`config.mk`:
```
export PLATFORM = sky130hd
export DESIGN_NAME = linear_recurrence_term_mod
export DESIGN_NICKNAME = d
export VERILOG_FILES = /design/src/rtl/lrtm_pkg.sv /design/src/rtl/lrtm_mulmod.sv /design/src/rtl/lrtm_regs.sv /design/src/rtl/linear_recurrence_term_mod.sv
export VERILOG_INCLUDE_DIRS = /design/src /design/src/rtl
export SDC_FILE = /design/constraint.sdc
export NUM_CORES = 1
export LEC_CHECK = 0
export ABC_AREA = 1
export BUFFER_PORTS_ARGS = -buffer_cell sky130_fd_sc_hd__buf_2
export CAP_MARGIN = 20
export CORE_MARGIN = 10
export CORE_UTILIZATION = 30
export DETAILED_ROUTE_END_ITERATION = 16
export PLACE_DENSITY = 0.49
export SLEW_MARGIN = 40
export SYNTH_ARGS = -nofsm -noshare
export SYNTH_HDL_FRONTEND = slang
export SYNTH_SLANG_ARGS = --single-unit
```
`constraint.sdc`:
```
create_clock -name i_clk -period 8.1 [get_ports i_clk]
set_clock_uncertainty 0.15 [all_clocks]
set_input_delay 0.81 -clock i_clk [delete_from_list [all_inputs] [get_ports i_clk]]
set_output_delay 0.81 -clock i_clk [all_outputs]
set_load 0.1 [all_outputs]
```
`src/rtl/linear_recurrence_term_mod_assert.svh`:
```
// assertion macros shared by the linear recurrence term block
`ifndef LINEAR_RECURRENCE_TERM_MOD_ASSERT_SVH
`define LINEAR_RECURRENCE_TERM_MOD_ASSERT_SVH
`ifndef SYNTH
// antecedent implies consequent in the same cycle
`define LRTM_ASSERT_IMPL(lbl, clk, rst_n, ante, cons) \
    lbl: assert property (@(posedge clk) disable iff (!rst_n) (ante) |-> (cons)) \
        else $error("assertion failed");
// antecedent implies consequent in the next cycle
`define LRTM_ASSERT_NEXT(lbl, clk, rst_n, ante, cons) \
    lbl: assert property (@(posedge clk) disable iff (!rst_n) (ante) |=> (cons)) \
        else $error("assertion failed");
`else
`define LRTM_ASSERT_IMPL(lbl, clk, rst_n, ante, cons)
`define LRTM_ASSERT_NEXT(lbl, clk, rst_n, ante, cons)
`endif
`endif

```
`src/rtl/lrtm_pkg.sv`:
```
// shared constants and types of the linear recurrence term block
`default_nettype none
package lrtm_pkg;
    localparam int VALUE_BITS_DEF = 16;
    localparam int INDEX_BITS_DEF = 32;
    localparam int MODULUS_RESET  = 10000;
    localparam int APB_ADDR_BITS  = 3;
    localparam int APB_DATA_BITS  = 32;
    localparam logic [APB_ADDR_BITS-3:0] REG_MODULUS = '0;

    typedef struct packed {
        logic busy;
        logic done;
    } t_mm_status;
endpackage
`default_nettype wire

```
`src/rtl/lrtm_mulmod.sv`:
```
// shared bit-serial unit: (x1*y1 + x2*y2) mod m, one bit of y per cycle
`default_nettype none
`include "linear_recurrence_term_mod_assert.svh"
module lrtm_mulmod import lrtm_pkg::*; #(
    parameter int VALUE_BITS = VALUE_BITS_DEF
) (
    input  wire logic                  i_clk,
    input  wire logic                  i_rst_n,
    input  wire logic                  i_start,
    input  wire logic [VALUE_BITS-1:0] i_m,
    input  wire logic [VALUE_BITS-1:0] i_x1,
    input  wire logic [VALUE_BITS-1:0] i_y1,
    input  wire logic [VALUE_BITS-1:0] i_x2,
    input  wire logic [VALUE_BITS-1:0] i_y2,
    output t_mm_status                 o_stat,
    output logic      [VALUE_BITS-1:0] o_result
);
    localparam int CW = $clog2(VALUE_BITS);
    localparam int SW = VALUE_BITS + 2;

    logic                  r_busy;
    logic                  r_done;
    logic [CW-1:0]         r_bit;
    logic [VALUE_BITS-1:0] r_acc;
    logic [VALUE_BITS-1:0] r_m;
    logic [SW-1:0]         r_m2;
    logic [SW-1:0]         r_m3;
    logic [VALUE_BITS-1:0] r_x1;
    logic [VALUE_BITS-1:0] r_y1;
    logic [VALUE_BITS-1:0] r_x2;
    logic [VALUE_BITS-1:0] r_y2;

    logic [SW-1:0] w_sum;
    logic [SW-1:0] w_m1;
    logic [SW-1:0] w_red;

    // sum stays below 4m since acc, x1, x2 are all residues
    assign w_m1  = {2'b00, r_m};
    assign w_sum = {1'b0, r_acc, 1'b0}
                 + (r_y1[r_bit] ? {2'b00, r_x1} : '0)
                 + (r_y2[r_bit] ? {2'b00, r_x2} : '0);

    always_comb begin
        priority if (w_sum >= r_m3) begin
            w_red = w_sum - r_m3;
        end else if (w_sum >= r_m2) begin
            w_red = w_sum - r_m2;
        end else if (w_sum >= w_m1) begin
            w_red = w_sum - w_m1;
        end else begin
            w_red = w_sum;
        end
    end

    always_ff @(posedge i_clk) begin
        if (!i_rst_n) begin
            r_busy <= 1'b0;
            r_done <= 1'b0;
        end else begin
            r_done <= 1'b0;
            if (i_start) begin
                r_busy <= 1'b1;
            end else if (r_busy && (r_bit == '0)) begin
                r_busy <= 1'b0;
                r_done <= 1'b1;
            end
        end
    end

    always_ff @(posedge i_clk) begin
        if (i_start) begin
            r_bit <= CW'(VALUE_BITS - 1);
            r_acc <= '0;
            r_m   <= i_m;
            r_m2  <= {1'b0, i_m, 1'b0};
            r_m3  <= {1'b0, i_m, 1'b0} + {2'b00, i_m};
            r_x1  <= i_x1;
            r_y1  <= i_y1;
            r_x2  <= i_x2;
            r_y2  <= i_y2;
        end else if (r_busy) begin
            r_acc <= w_red[VALUE_BITS-1:0];
            r_bit <= r_bit - 1'b1;
        end
    end

    assign o_stat.busy = r_busy;
    assign o_stat.done = r_done;
    assign o_result    = r_acc;

    `LRTM_ASSERT_NEXT(a_mm_finish, i_clk, i_rst_n, r_busy && (r_bit == '0) && !i_start, r_done && !r_busy)
    `LRTM_ASSERT_IMPL(a_mm_residue, i_clk, i_rst_n, r_done, r_acc < r_m)
    `LRTM_ASSERT_IMPL(a_mm_no_restart, i_clk, i_rst_n, i_start, !r_busy)
endmodule
`default_nettype wire

```
`src/rtl/lrtm_regs.sv`:
```
// configuration register file with the modulus register
`default_nettype none
module lrtm_regs import lrtm_pkg::*; #(
    parameter int VALUE_BITS = VALUE_BITS_DEF
) (
    input  wire logic                     i_clk,
    input  wire logic                     i_rst_n,
    input  wire logic                     psel,
    input  wire logic                     penable,
    input  wire logic                     pwrite,
    input  wire logic [APB_ADDR_BITS-1:0] paddr,
    input  wire logic [APB_DATA_BITS-1:0] pwdata,
    output logic      [APB_DATA_BITS-1:0] prdata,
    output logic                          pready,
    output logic      [VALUE_BITS-1:0]    o_modulus
);
    localparam logic [VALUE_BITS-1:0] MOD_RST = VALUE_BITS'(MODULUS_RESET);

    logic [VALUE_BITS-1:0] r_modulus;
    logic                  w_sel_mod;

    assign w_sel_mod = (paddr[APB_ADDR_BITS-1:2] == REG_MODULUS);

    always_ff @(posedge i_clk) begin
        if (!i_rst_n) begin
            r_modulus <= MOD_RST;
        end else if (psel && penable && pwrite && w_sel_mod) begin
            r_modulus <= pwdata[VALUE_BITS-1:0];
        end
    end

    assign prdata    = w_sel_mod ? APB_DATA_BITS'(r_modulus) : '0;
    assign pready    = 1'b1;
    assign o_modulus = r_modulus;
endmodule
`default_nettype wire

```
`src/rtl/linear_recurrence_term_mod.sv`:
```
// sequence: the four inputs are first reduced mod m, then per bit of k-1 a test state, a
// matrix accumulate when the bit is set and a matrix squaring, then a final product of the
// reduced seeds with the accumulated matrix gives the term
// throughput: one beat at a time, all set by the single bit-serial multiply-reduce unit
// k of zero skips the matrix loop, a modulus of zero goes straight to an answer of zero
// reset: synchronous active low, modulus returns to 10000, sequencer to idle
`default_nettype none
`include "linear_recurrence_term_mod_assert.svh"
module linear_recurrence_term_mod import lrtm_pkg::*; #(
    parameter int VALUE_BITS = VALUE_BITS_DEF,
    parameter int INDEX_BITS = INDEX_BITS_DEF
) (
    input  wire logic                     i_clk,
    input  wire logic                     i_rst_n,
    input  wire logic                     psel,
    input  wire logic                     penable,
    input  wire logic                     pwrite,
    input  wire logic [APB_ADDR_BITS-1:0] paddr,
    input  wire logic [APB_DATA_BITS-1:0] pwdata,
    output logic      [APB_DATA_BITS-1:0] prdata,
    output logic                          pready,
    input  wire logic                     i_in_valid,
    output logic                          o_in_stall,
    input  wire logic [VALUE_BITS-1:0]    i_first_term,
    input  wire logic [VALUE_BITS-1:0]    i_second_term,
    input  wire logic [VALUE_BITS-1:0]    i_coeff_p,
    input  wire logic [VALUE_BITS-1:0]    i_coeff_q,
    input  wire logic [INDEX_BITS-1:0]    i_term_index,
    output logic                          o_out_valid,
    input  wire logic                     i_out_stall,
    output logic      [VALUE_BITS-1:0]    o_term_value
);
    localparam logic [2:0] ST_IDLE = 3'd0;
    localparam logic [2:0] ST_RED  = 3'd1;
    localparam logic [2:0] ST_LOOP = 3'd2;
    localparam logic [2:0] ST_MACC = 3'd3;
    localparam logic [2:0] ST_SQR  = 3'd4;
    localparam logic [2:0] ST_FIN  = 3'd5;
    localparam logic [2:0] ST_DONE = 3'd6;

    localparam logic [1:0] ENT_LAST = 2'd3;

    logic [2:0]            r_state;
    logic [1:0]            r_ent;
    logic                  r_issued;
    logic                  r_kz;
    logic [INDEX_BITS-1:0] r_e;
    // seeds and coefficients: a(0), a(1), p, q
    logic [VALUE_BITS-1:0] r_v0, r_v1, r_v2, r_v3;
    // accumulator and base matrices, row-major
    logic [VALUE_BITS-1:0] r_a00, r_a01, r_a10, r_a11;
    logic [VALUE_BITS-1:0] r_b00, r_b01, r_b10, r_b11;
    logic [VALUE_BITS-1:0] r_t0, r_t1, r_t2;
    logic [VALUE_BITS-1:0] r_res;
    logic                  r_out_valid;
    logic [VALUE_BITS-1:0] r_out_val;

    logic [VALUE_BITS-1:0] w_modulus;
    logic [VALUE_BITS-1:0] w_one;
    logic                  w_active;
    logic                  w_start;
    logic                  w_handoff;
    logic [VALUE_BITS-1:0] w_x1, w_y1, w_x2, w_y2;
    logic [VALUE_BITS-1:0] w_res;
    logic [VALUE_BITS-1:0] w_l0, w_l1, w_l2, w_l3;
    t_mm_status            w_mm_stat;

    lrtm_regs #(
        .VALUE_BITS(VALUE_BITS)
    ) u_regs (
        .i_clk    (i_clk),
        .i_rst_n  (i_rst_n),
        .psel     (psel),
        .penable  (penable),
        .pwrite   (pwrite),
        .paddr    (paddr),
        .pwdata   (pwdata),
        .prdata   (prdata),
        .pready   (pready),
        .o_modulus(w_modulus)
    );

    lrtm_mulmod #(
        .VALUE_BITS(VALUE_BITS)
    ) u_mulmod (
        .i_clk   (i_clk),
        .i_rst_n (i_rst_n),
        .i_start (w_start),
        .i_m     (w_modulus),
        .i_x1    (w_x1),
        .i_y1    (w_y1),
        .i_x2    (w_x2),
        .i_y2    (w_y2),
        .o_stat  (w_mm_stat),
        .o_result(w_res)
    );

    assign w_one    = (w_modulus == VALUE_BITS'(1)) ? '0 : VALUE_BITS'(1);
    assign w_active = (r_state == ST_RED) || (r_state == ST_MACC)
                   || (r_state == ST_SQR) || (r_state == ST_FIN);
    assign w_start  = w_active && !r_issued;
    // finished term moves into the output register once it is free
    assign w_handoff = (r_state == ST_DONE) && (!r_out_valid || !i_out_stall);

    // left matrix is acc for the accumulate step, base for squaring
    assign w_l0 = (r_state == ST_SQR) ? r_b00 : r_a00;
    assign w_l1 = (r_state == ST_SQR) ? r_b01 : r_a01;
    assign w_l2 = (r_state == ST_SQR) ? r_b10 : r_a10;
    assign w_l3 = (r_state == ST_SQR) ? r_b11 : r_a11;

    always_comb begin
        w_x1 = '0;
        w_y1 = '0;
        w_x2 = '0;
        w_y2 = '0;
        unique case (r_state)
            ST_RED: begin
                // x mod m as 1 * x mod m
                w_x1 = w_one;
                unique case (r_ent)
                    2'd0: w_y1 = r_v0;
                    2'd1: w_y1 = r_v1;
                    2'd2: w_y1 = r_v2;
                    default: w_y1 = r_v3;
                endcase
            end
            ST_MACC, ST_SQR: begin
                unique case (r_ent)
                    2'd0: begin
                        w_x1 = w_l0; w_y1 = r_b00; w_x2 = w_l1; w_y2 = r_b10;
                    end
                    2'd1: begin
                        w_x1 = w_l0; w_y1 = r_b01; w_x2 = w_l1; w_y2 = r_b11;
                    end
                    2'd2: begin
                        w_x1 = w_l2; w_y1 = r_b00; w_x2 = w_l3; w_y2 = r_b10;
                    end
                    default: begin
                        w_x1 = w_l2; w_y1 = r_b01; w_x2 = w_l3; w_y2 = r_b11;
                    end
                endcase
            end
            ST_FIN: begin
                w_x1 = r_a00; w_y1 = r_v1; w_x2 = r_a01; w_y2 = r_v0;
            end
            default: begin
                w_x1 = '0;
            end
        endcase
    end

    always_ff @(posedge i_clk) begin
        if (!i_rst_n) begin
            r_state     <= ST_IDLE;
            r_ent       <= '0;
            r_issued    <= 1'b0;
            r_out_valid <= 1'b0;
        end else begin
            if (w_handoff) begin
                r_out_valid <= 1'b1;
            end else if (r_out_valid && !i_out_stall) begin
                r_out_valid <= 1'b0;
            end
            if (w_start) begin
                r_issued <= 1'b1;
            end
            unique case (r_state)
                ST_IDLE: begin
                    if (i_in_valid) begin
                        r_v0     <= i_first_term;
                        r_v1     <= i_second_term;
                        r_v2     <= i_coeff_p;
                        r_v3     <= i_coeff_q;
                        r_e      <= i_term_index - 1'b1;
                        r_kz     <= (i_term_index == '0);
                        r_ent    <= '0;
                        r_issued <= 1'b0;
                        if (w_modulus == '0) begin
                            r_res   <= '0;
                            r_state <= ST_DONE;
                        end else begin
                            r_state <= ST_RED;
                        end
                    end
                end
                ST_RED: begin
                    if (w_mm_stat.done) begin
                        r_issued <= 1'b0;
                        unique case (r_ent)
                            2'd0: r_v0 <= w_res;
                            2'd1: r_v1 <= w_res;
                            2'd2: r_v2 <= w_res;
                            default: r_v3 <= w_res;
                        endcase
                        if (r_ent == ENT_LAST) begin
                            r_ent <= '0;
                            if (r_kz) begin
                                r_res   <= r_v0;
                                r_state <= ST_DONE;
                            end else begin
                                r_a00   <= w_one;
                                r_a01   <= '0;
                                r_a10   <= '0;
                                r_a11   <= w_one;
                                r_b00   <= r_v2;
                                r_b01   <= w_res;
                                r_b10   <= w_one;
                                r_b11   <= '0;
                                r_state <= ST_LOOP;
                            end
                        end else begin
                            r_ent <= r_ent + 1'b1;
                        end
                    end
                end
                ST_LOOP: begin
                    priority if (r_e == '0) begin
                        r_state <= ST_FIN;
                    end else if (r_e[0]) begin
                        r_state <= ST_MACC;
                    end else begin
                        r_state <= ST_SQR;
                    end
                end
                ST_MACC, ST_SQR: begin
                    if (w_mm_stat.done) begin
                        r_issued <= 1'b0;
                        unique case (r_ent)
                            2'd0: r_t0 <= w_res;
                            2'd1: r_t1 <= w_res;
                            2'd2: r_t2 <= w_res;
                            default: r_t2 <= r_t2;
                        endcase
                        if (r_ent == ENT_LAST) begin
                            r_ent <= '0;
                            if (r_state == ST_MACC) begin
                                r_a00   <= r_t0;
                                r_a01   <= r_t1;
                                r_a10   <= r_t2;
                                r_a11   <= w_res;
                                r_state <= ST_SQR;
                            end else begin
                                r_b00   <= r_t0;
                                r_b01   <= r_t1;
                                r_b10   <= r_t2;
                                r_b11   <= w_res;
                                r_e     <= r_e >> 1;
                                r_state <= ST_LOOP;
                            end
                        end else begin
                            r_ent <= r_ent + 1'b1;
                        end
                    end
                end
                ST_FIN: begin
                    if (w_mm_stat.done) begin
                        r_issued <= 1'b0;
                        r_res    <= w_res;
                        r_state  <= ST_DONE;
                    end
                end
                ST_DONE: begin
                    // hand over once the output register is free
                    if (w_handoff) begin
                        r_out_val <= r_res;
                        r_state   <= ST_IDLE;
                    end
                end
                default: begin
                    r_state <= ST_IDLE;
                end
            endcase
        end
    end

    assign o_in_stall   = (r_state != ST_IDLE);
    assign o_out_valid  = r_out_valid;
    assign o_term_value = r_out_val;

    `LRTM_ASSERT_NEXT(a_accept_leaves_idle, i_clk, i_rst_n, i_in_valid && !o_in_stall, r_state != ST_IDLE)
    `LRTM_ASSERT_IMPL(a_out_from_done, i_clk, i_rst_n, r_out_valid && !$past(r_out_valid), $past(r_state) == ST_DONE)
    `LRTM_ASSERT_IMPL(a_done_when_issued, i_clk, i_rst_n, w_mm_stat.done, r_issued && w_active)
endmodule
`default_nettype wire
```
==> results of run 1 <==
[worst max-delay path: cells and delay by family, from the launching register on]
kind | cells | cell delay [ns]
AND/OR/NAND/NOR | 20 | 2.37
adder cells (fa/ha/maj) | 4 | 1.58
buffers and inverters | 5 | 0.78
AO/OA/AOI/OAI | 4 | 0.75
XOR/XNOR | 1 | 0.54
flip-flops | 1 | 0.48
[stage by stage]
| stage | instance area, sq um | hold WS [ns] | util [%] | cells | worst slack (ns) |
|---|---|---|---|---|---|
| 3_5_place_dp | 26900 | 0.258 | 32.7 | 3817 | 1.45 |
| 5_1_grt | 28600 | 0.267 | 34.9 | 3915 | 0.938 |
| 6_report | 28600 | 0.271 | 34.9 | 3915 | 1.30 |
| 2_1_floorplan | 24900 | 0.250 | - | 2678 | 1.58 |
| 3_3_place_gp | 26800 | 0.254 | 32.6 | 3811 | 1.49 |
| 4_1_cts | 28600 | 0.257 | 34.8 | 3912 | 1.42 |
[synthesized netlist by cell type, drive strengths merged (8+ instances only)]
| master | instances |
|---|---|
| buf | 52 |
| xor2 | 45 |
| a21oi | 144 |
| o22ai | 22 |
| xnor2 | 28 |
| ha | 99 |
| a21o | 11 |
| inv | 295 |
| nand4 | 23 |
| fa | 20 |
| nand2 | 606 |
| o211ai | 52 |
| clkbuf | 72 |
| nor4 | 14 |
| nor2 | 326 |
| o311ai | 9 |
| o32ai | 46 |
| o21ai | 139 |
| a31oi | 17 |
| a22o | 32 |
| nor3 | 44 |
| nand3 | 72 |
| dfxtp | 45 |
| nand3b | 8 |
| edfxtp | 402 |
[cell families (layout without fill, tap and decap cells)]
| logic type | after synthesis | in the layout |
|---|---|---|
| flip-flops | 447 | 447 |
| buffers and inverters | 423 | 589 |
| other | 2 | 18 |
| XOR/XNOR | 73 | 73 |
| multiplexers | 7 | 7 |
| AND/OR/NAND/NOR | 1098 | 1098 |
| adder cells (fa/ha/maj) | 119 | 119 |
| AO/OA/AOI/OAI | 494 | 494 |
[per-layer routing]
layer  vias to the layer above  part of all wire [%]
met5                         -                     0
met4                         0                   2.4
met3                        97                   4.3
met2                       463                    49
met1                      9454                    45
li1                       9376                     -
[final timing paths]
kind | start | endpoint | slack (ns) | cells after the start
worst min register to register | r_res[7] | o_term_value[7] | 0.27 | 0
worst max register to register | u_mulmod.r_bit[1] | u_mulmod.o_result[15] | 1.30 | 34
worst min-delay path | r_res[7] | o_term_value[7] | 0.27 | 0
worst max-delay path | u_mulmod.r_bit[1] | u_mulmod.o_result[15] | 1.30 | 34
[final cells by class]
cell class	count	share of cell area [%]
antenna	1	0.00874
clock buffer	59	4.56
clock inverter	36	1.39
inverter	299	3.94
multi-input combinational	1808	36.1
sequential	447	45.3
tap	1070	4.68
timing repair buffer	195	4.02
==> impl_metrics.yaml, run 1 <==
run_status:
  status: "complete, no violations"
finish:
  ff_latch_area_sq_mm: 0.0130
  top_register: "r_e"
  nets: 3059
  area_growth_pct: 15.1
  n_fill_cell: 8403
  largest_reg_flops: 32
  final_layout_size_suffix_gt1_share_pct: 13.4
  reg_top3: "r_e x32, u_mulmod.r_m3 x18"
  final_common_cell: "nand2_1"
  multi_input_area_sq_mm: 0.0103
  layout_common_cells: "nand2_1, edfxtp_1, nor2_1, inv_1, buf_2"
logic_synthesis:
  synth-simple-area-share_pct: 18.7
  synth.largest_area_cell: "edfxtp_1"
  synth_cells: 2663
  synth-main-ff-cell: "edfxtp_1"
  synth_xor_area_share_pct: 2.57
  yosys_warnings: 0
  synth-edff-count: 402
  synth_cell_types: 60
  avgSynthCellArea_sq_um: 9.33
  yosysSeqAreaShare_pct: 52.2
  synth_compound_area_share_pct: 12.6
  synth.top_cell.area_share_pct: 48.6
  synth_top_family_by_area: "simple AND/OR/NAND/NOR gates"
  ys_top_cells_by_area: "edfxtp_1, nand2_1, ha_1, nor2_1, inv_1"
  synth_seq_cells: 447
  muxShareOfSynthArea_pct: 0.282
  async_flop_share_pct: 0
  synth_adder_area_share_pct: 6.59
  synth_area_sq_mm: 0.0249
critical_path:
  crit_type: "reg2reg"
  critical-path-top-cell-by-count: "nand2_1"
  crit_slowest_cell: "nand2_1"
  critPathCaptureType: "flip-flop"
  start_kind: "flip-flop"
  arrival_ns: 7.16
  path_max_fanout: 17
  max_stage_delay_ns: 0.55
  worstPathRequired_ns: 8.46
global_routing:
  first_global_vias: 19737
  grt_first_pass_wirelength_um: 117000
  use_met3_pct: 1.97
  grt_busiest_layer: "met2"
  grt-ovfl-total: 0
  grt_util_all_layers_pct: 15.9
  grt_max_degree: 82
  grt_use_met2_pct: 27.3
  antenna_found_initial: 2
  met1_usage_pct: 20.9
floorplanning:
  initial_utilization_pct: 30.3
  rows: 105
  io_pins: 189
  die_y_um: 308
  die_w_um: 308
  core-area_sq_mm: 0.0821
  dieArea_sq_mm: 0.0948
timing:
  fin_crit_sh_pct: 84.0
  timing.final.max_slew_violations: 0
  fin_crit_ns: 6.80
  slew_headroom_pct: 45.9
  rsz0062_at_grt: "false"
  finalSetupViolations: 0
  fmax_mhz: 147
  worst_pin_slew_ns: 0.811
  fin_tns_setup_ns: 0
  hold_viol_final: 0
routing:
  antenna_left: 0
  avgViaCountPerCell: 4.95
  drc: 0
  routedWlPerCell_um: 19.8
  drt-total-wl_um: 77400
  vias: 19390
  dr.first_iter.drc_count: 1544
  first_pass_iters: 5
cts:
  clock-root-buffer: "clkbuf_16"
  cts_hold_buffers: 0
  clk_pin_slew_ns: 0.06
  clk_latency_ns: 0.63
  cts_resized: 0
  cts_buffers: 51
  post-cts-setup-buffers: 0
  htree_levels: 2
  cts_sinks: 447
  cts.path.max_buffers: 3
  cts_tree: "built"
placed_design:
  hpwl_um: 56800
  io_buffer_count: 153
  gp_congestion: 0.868
job:
  drv_cap: 0
worst_hold_path:
  hp-class: "reg2reg"
Power of run 1 is not shown: default switching activity piles up to over one toggle a cycle in this logic, so the estimate is an artifact.
==> inputs of run 2 (changes only) <==
--- a/config.mk
+++ b/config.mk
@@ -12,7 +12,7 @@
 export CORE_MARGIN = 10
 export CORE_UTILIZATION = 30
 export DETAILED_ROUTE_END_ITERATION = 16
-export PLACE_DENSITY = 0.49
+export PLACE_DENSITY = 0.48
 export SLEW_MARGIN = 40
 export SYNTH_ARGS = -nofsm -noshare
 export SYNTH_HDL_FRONTEND = slang
==> constraint.sdc (replaced) <==
create_clock -name i_clk -period 6.5 [get_ports i_clk]
set_clock_uncertainty 0.15 [all_clocks]
set_input_delay 0.65 -clock i_clk [delete_from_list [all_inputs] [get_ports i_clk]]
set_output_delay 0.65 -clock i_clk [all_outputs]
set_load 0.1 [all_outputs]
==> impl_metrics.yaml, run 2 (synthesized netlist as in run 1, its figures left out) <==
timing:
  timing.final.max_slew_violations: 0
  fmax_mhz: 167
  fin_crit_sh_pct: 92.0
  hold_viol_final: 0
  rsz0062_at_grt: "false"
  slew_headroom_pct: 45.4
  worst_pin_slew_ns: 0.818
  fin_tns_setup_ns: 0
  finalSetupViolations: 0
  fin_crit_ns: 5.98
global_routing:
  first_global_vias: 19777
  grt-ovfl-total: 0
  grt_first_pass_wirelength_um: 118000
  antenna_found_initial: 0
  grt_max_degree: 98
  grt_util_all_layers_pct: 16.1
floorplanning:
  core-area_sq_mm: 0.0821
  rows: 105
  initial_utilization_pct: 30.3
  io_pins: 189
  die_w_um: 308
  dieArea_sq_mm: 0.0948
  die_y_um: 308
critical_path:
  max_stage_delay_ns: 0.52
  crit_slowest_cell: "fa_1"
  critical-path-top-cell-by-count: "nand2_1"
  r2r_end: "u_mulmod.o_result[2]"
  r2r_cells: 31
  critPathCaptureType: "flip-flop"
  path_max_fanout: 20
  rr_startpoint: "u_mulmod.r_bit[0]"
  crit_type: "reg2reg"
  crit_end: "u_mulmod.o_result[2]"
  startpoint: "u_mulmod.r_bit[0]"
  start_kind: "flip-flop"
  worstPathRequired_ns: 6.81
  arrival_ns: 6.29
  reg2reg_slack_ns: 0.52
finish:
  reg_top3: "r_e x32, u_mulmod.r_m3 x18"
  area_growth_pct: 15.8
  nets: 3101
  antenna_cells: 0
  n_fill_cell: 8349
  largest_reg_flops: 32
  layout_common_cells: "nand2_1, edfxtp_1, nor2_1, inv_1, buf_2"
  top_register: "r_e"
  final_layout_size_suffix_gt1_share_pct: 14.5
  final_common_cell: "nand2_1"
cts:
  clock-root-buffer: "clkbuf_16"
  htree_levels: 2
  cts_sinks: 447
  post-cts-setup-buffers: 0
  cts_buffers: 50
  cts_hold_buffers: 0
  clk_latency_ns: 0.59
  cts.path.max_buffers: 3
  cts_tree: "built"
  clk_pin_slew_ns: 0.06
routing:
  routedWlPerCell_um: 19.8
  wl_met2_um: 37200
  avgViaCountPerCell: 4.97
  vias: 19660
  first_pass_iters: 5
  drc: 0
  antenna_left: 0
  drt-total-wl_um: 78400
  top_layer: "met4"
  wl_met3_um: 4320
  wl_met1_um: 34900
  dr.first_iter.drc_count: 1480
placed_design:
  gp_congestion: 0.889
  io_buffer_count: 153
  hpwl_um: 57800
worst_hold_path:
  min-delay-start: "pwdata[13]"
  hp-class: "in2reg"
run_status:
  status: "complete, no violations"
job:
  drv_cap: 0
-- run 2: cell count changes in the layout (fill, tap and decap cells not counted), sizes merged --
cell,before,now
buf,195,238
bufinv,6,2
clkinv,29,32
clkinvlp,5,2
clkbuf,59,61
diode,1,0
-- run 2: metrics by stage --
stage | area (sq um) | utilization [%] | setup slack (ns) | hold slack [ns] | std cells
final | 28800 | 35.1 | 0.519 | 0.142 | 3955
after global routing | 28800 | 35.1 | 0.0747 | 0.129 | 3955
after CTS | 28800 | 35.1 | 0.408 | 0.107 | 3955
after detailed placement | 27200 | 33.2 | 0.438 | 0.256 | 3862
after global placement | 27200 | 33.1 | 0.487 | 0.253 | 3860
after floorplan | 24900 | - | 0.210 | 0.250 | 2678
-- run 2: per-layer routing --
layer | global-route usage, % | vias to the layer above
met3 | 2.82 | 99
met4 | 4.54 | 0
met5 | 0 | -
met2 | 26.9 | 507
met1 | 21.2 | 9576
li1 | - | 9478
-- run 2: worst min-delay path by stage --
stage | endpoint | slack (ns) | cells after the start
floorplan | o_term_value[0] | 0.25 | 0
global placement | o_term_value[4] | 0.25 | 0
detailed placement | o_term_value[0] | 0.26 | 0
CTS | u_regs.o_modulus[4] | 0.11 | 3
global route | u_regs.o_modulus[4] | 0.13 | 3
finish | u_regs.o_modulus[13] | 0.14 | 3
-- run 2: cell type report --
class	count	area, sq um	area share [%]
clock buffers	61	1310	4.56
clock inverters	32	224	0.778
inverters	299	1130	3.93
multi-input cells	1808	10300	35.8
flip-flops and latches	447	13000	45.1
well taps	1070	1340	4.65
repair buffers	238	1490	5.18
-- run 2: timing repair --
item / CTS / global route
gates resized for setup: 0 / 3
endpoints found under the setup margin: 0 / 16
hold endpoints to repair: 0 / 0
-- run 2: critical path, delay by kind of cell, from the launching register on --
kind | cells | cell delay (ns)
AOI/OAI and AO/OA | 7 | 1.19
adders and majority gates | 4 | 1.50
buffers and inverters | 7 | 1.03
and+or+nand+nor | 13 | 1.55
DFF | 1 | 0.44
Power of run 2 is left out for the same reason.
==> inputs of run 3 (changes only) <==
--- a/config.mk
+++ b/config.mk
@@ -11,6 +11,7 @@
 export CAP_MARGIN = 20
 export CORE_MARGIN = 10
 export CORE_UTILIZATION = 30
+export CTS_BUF_LIST = sky130_fd_sc_hd__clkbuf_2
 export DETAILED_ROUTE_END_ITERATION = 16
 export PLACE_DENSITY = 0.48
 export SLEW_MARGIN = 40
==> impl_metrics.yaml, run 3 (synthesized netlist as in run 1, its figures left out) <==
job:
  drv_cap: 0
routing:
  vias: 21458
  antenna_left: 0
  avgViaCountPerCell: 4.91
  first_pass_iters: 7
  routedWlPerCell_um: 19.1
  drc: 0
  drt-total-wl_um: 83300
  dr.first_iter.drc_count: 1502
floorplanning:
  dieArea_sq_mm: 0.0948
  io_pins: 189
  die_w_um: 308
  rows: 105
  initial_utilization_pct: 30.3
  die_y_um: 308
  core-area_sq_mm: 0.0821
critical_path:
  critical-path-top-cell-by-count: "nand2_1"
  path_max_fanout: 20
  arrival_ns: 6.96
  start_kind: "flip-flop"
  critPathCaptureType: "flip-flop"
  crit_family: "simple AND/OR/NAND/NOR gates"
  max_stage_delay_ns: 0.52
  crit_type: "reg2reg"
  crit_slowest_cell: "fa_1"
  crit_buf_inv: 7
  worstPathRequired_ns: 7.49
finish:
  area_growth_pct: 25.3
  largest_reg_flops: 32
  reg_top3: "r_e x32, u_mulmod.r_m3 x18"
  design_area_sq_mm: 0.0311
  top_register: "r_e"
  final_layout_size_suffix_gt1_share_pct: 16.7
  nets: 3449
  post-route-util_pct: 37.9
  n_fill_cell: 8223
  layout_common_cells: "nand2_1, edfxtp_1, nor2_1, inv_1, dlygate4sd3_1"
  final_common_cell: "nand2_1"
cts:
  cts_tree: "built"
  cts.path.max_buffers: 3
  htree_levels: 4
  clock-root-buffer: "clkbuf_2"
  clk_pin_slew_ns: 0.09
  cts_sinks: 447
  clk_latency_ns: 1.28
  cts_buffers: 130
run_status:
  status: "complete, no violations"
timing:
  hold_viol_final: 0
  fmax_mhz: 167
  rsz0062_at_grt: "false"
  finalSetupViolations: 0
  slew_headroom_pct: 41.1
  worst_pin_slew_ns: 0.883
  fin_tns_setup_ns: 0
  fin_crit_sh_pct: 91.9
  timing.final.max_slew_violations: 0
  fin_crit_ns: 5.98
placed_design:
  io_buffer_count: 153
  place_area_sq_mm: 0.0272
  hpwl_um: 57800
  gp_congestion: 0.889
global_routing:
  grt_first_pass_wirelength_um: 126000
  grt-ovfl-total: 0
  grt_max_degree: 98
  first_global_vias: 22058
  antenna_found_initial: 2
  grt_util_all_layers_pct: 17.3
worst_hold_path:
  hp-class: "in2reg"
run 3: cell count changes in the layout (fill, tap and decap cells not counted), sizes merged:
cell / change
dlygate4sd3: +267
clkbuf: +121
clkinv: +12
diode: +5
inv: +3
clkinvlp: +2
buf: +1
bufinv: +1
run 3: what timing repair did:
item / CTS / global route
buffers inserted: 0 / 1
hold buffers: 267 / 0
gates resized for setup: 0 / 3
endpoints found under the hold margin: 139 / 0
setup endpoints to repair: 0 / 14
run 3: cell type report:
class | instances | area, sq um | area share, %
repair buffers | 506 | 4170 | 13.4
diodes | 5 | 12.5 | 0.0402
clock inverters | 50 | 287 | 0.920
well taps | 1070 | 1340 | 4.30
flip-flops and latches | 447 | 13000 | 41.7
inverters | 299 | 1130 | 3.64
multi-input cells | 1808 | 10300 | 33.1
clock buffers | 182 | 911 | 2.92
run 3: stage by stage:
step	setup WS, ns	hold WS (ns)	instances
finish	0.524	0.254	4367
floorplan	0.210	0.250	2678
CTS	0.365	0.0421	4361
global route	0.0282	0.174	4364
global placement	0.487	0.253	3860
detailed placement	0.438	0.256	3862
run 3: tightest hold or removal path, stage by stage:
cell and delay [ns]:
dlygate4sd3_1 0.51, buf_2 0.14, o21ai_0 0.09
run 3: final timing paths:
| kind | from | endpoint | slack (ns) | cells after the start |
|---|---|---|---|---|
| worst max register to register | u_mulmod.r_bit[0] | u_mulmod.o_result[3] | 0.52 | 32 |
| worst min-delay path | i_term_index[0] | r_e[0] | 0.25 | 3 |
| worst min register to register | r_res[2] | o_term_value[2] | 0.27 | 0 |
| worst max-delay path | u_mulmod.r_bit[0] | u_mulmod.o_result[3] | 0.52 | 32 |
run 3: metal layers:
| layer | up-vias | routed length [um] | track usage (%) | part of all wire, % |
|---|---|---|---|---|
| met3 | 140 | 4660 | 3.46 | 5.6 |
| met2 | 644 | 40200 | 29.0 | 48 |
| met4 | 0 | 2360 | 6.65 | 2.8 |
| met5 | - | 0 | 0 | 0 |
| met1 | 10432 | 36100 | 21.8 | 43 |
| li1 | 10242 | - | - | - |
Power of run 3 is left out for the same reason.
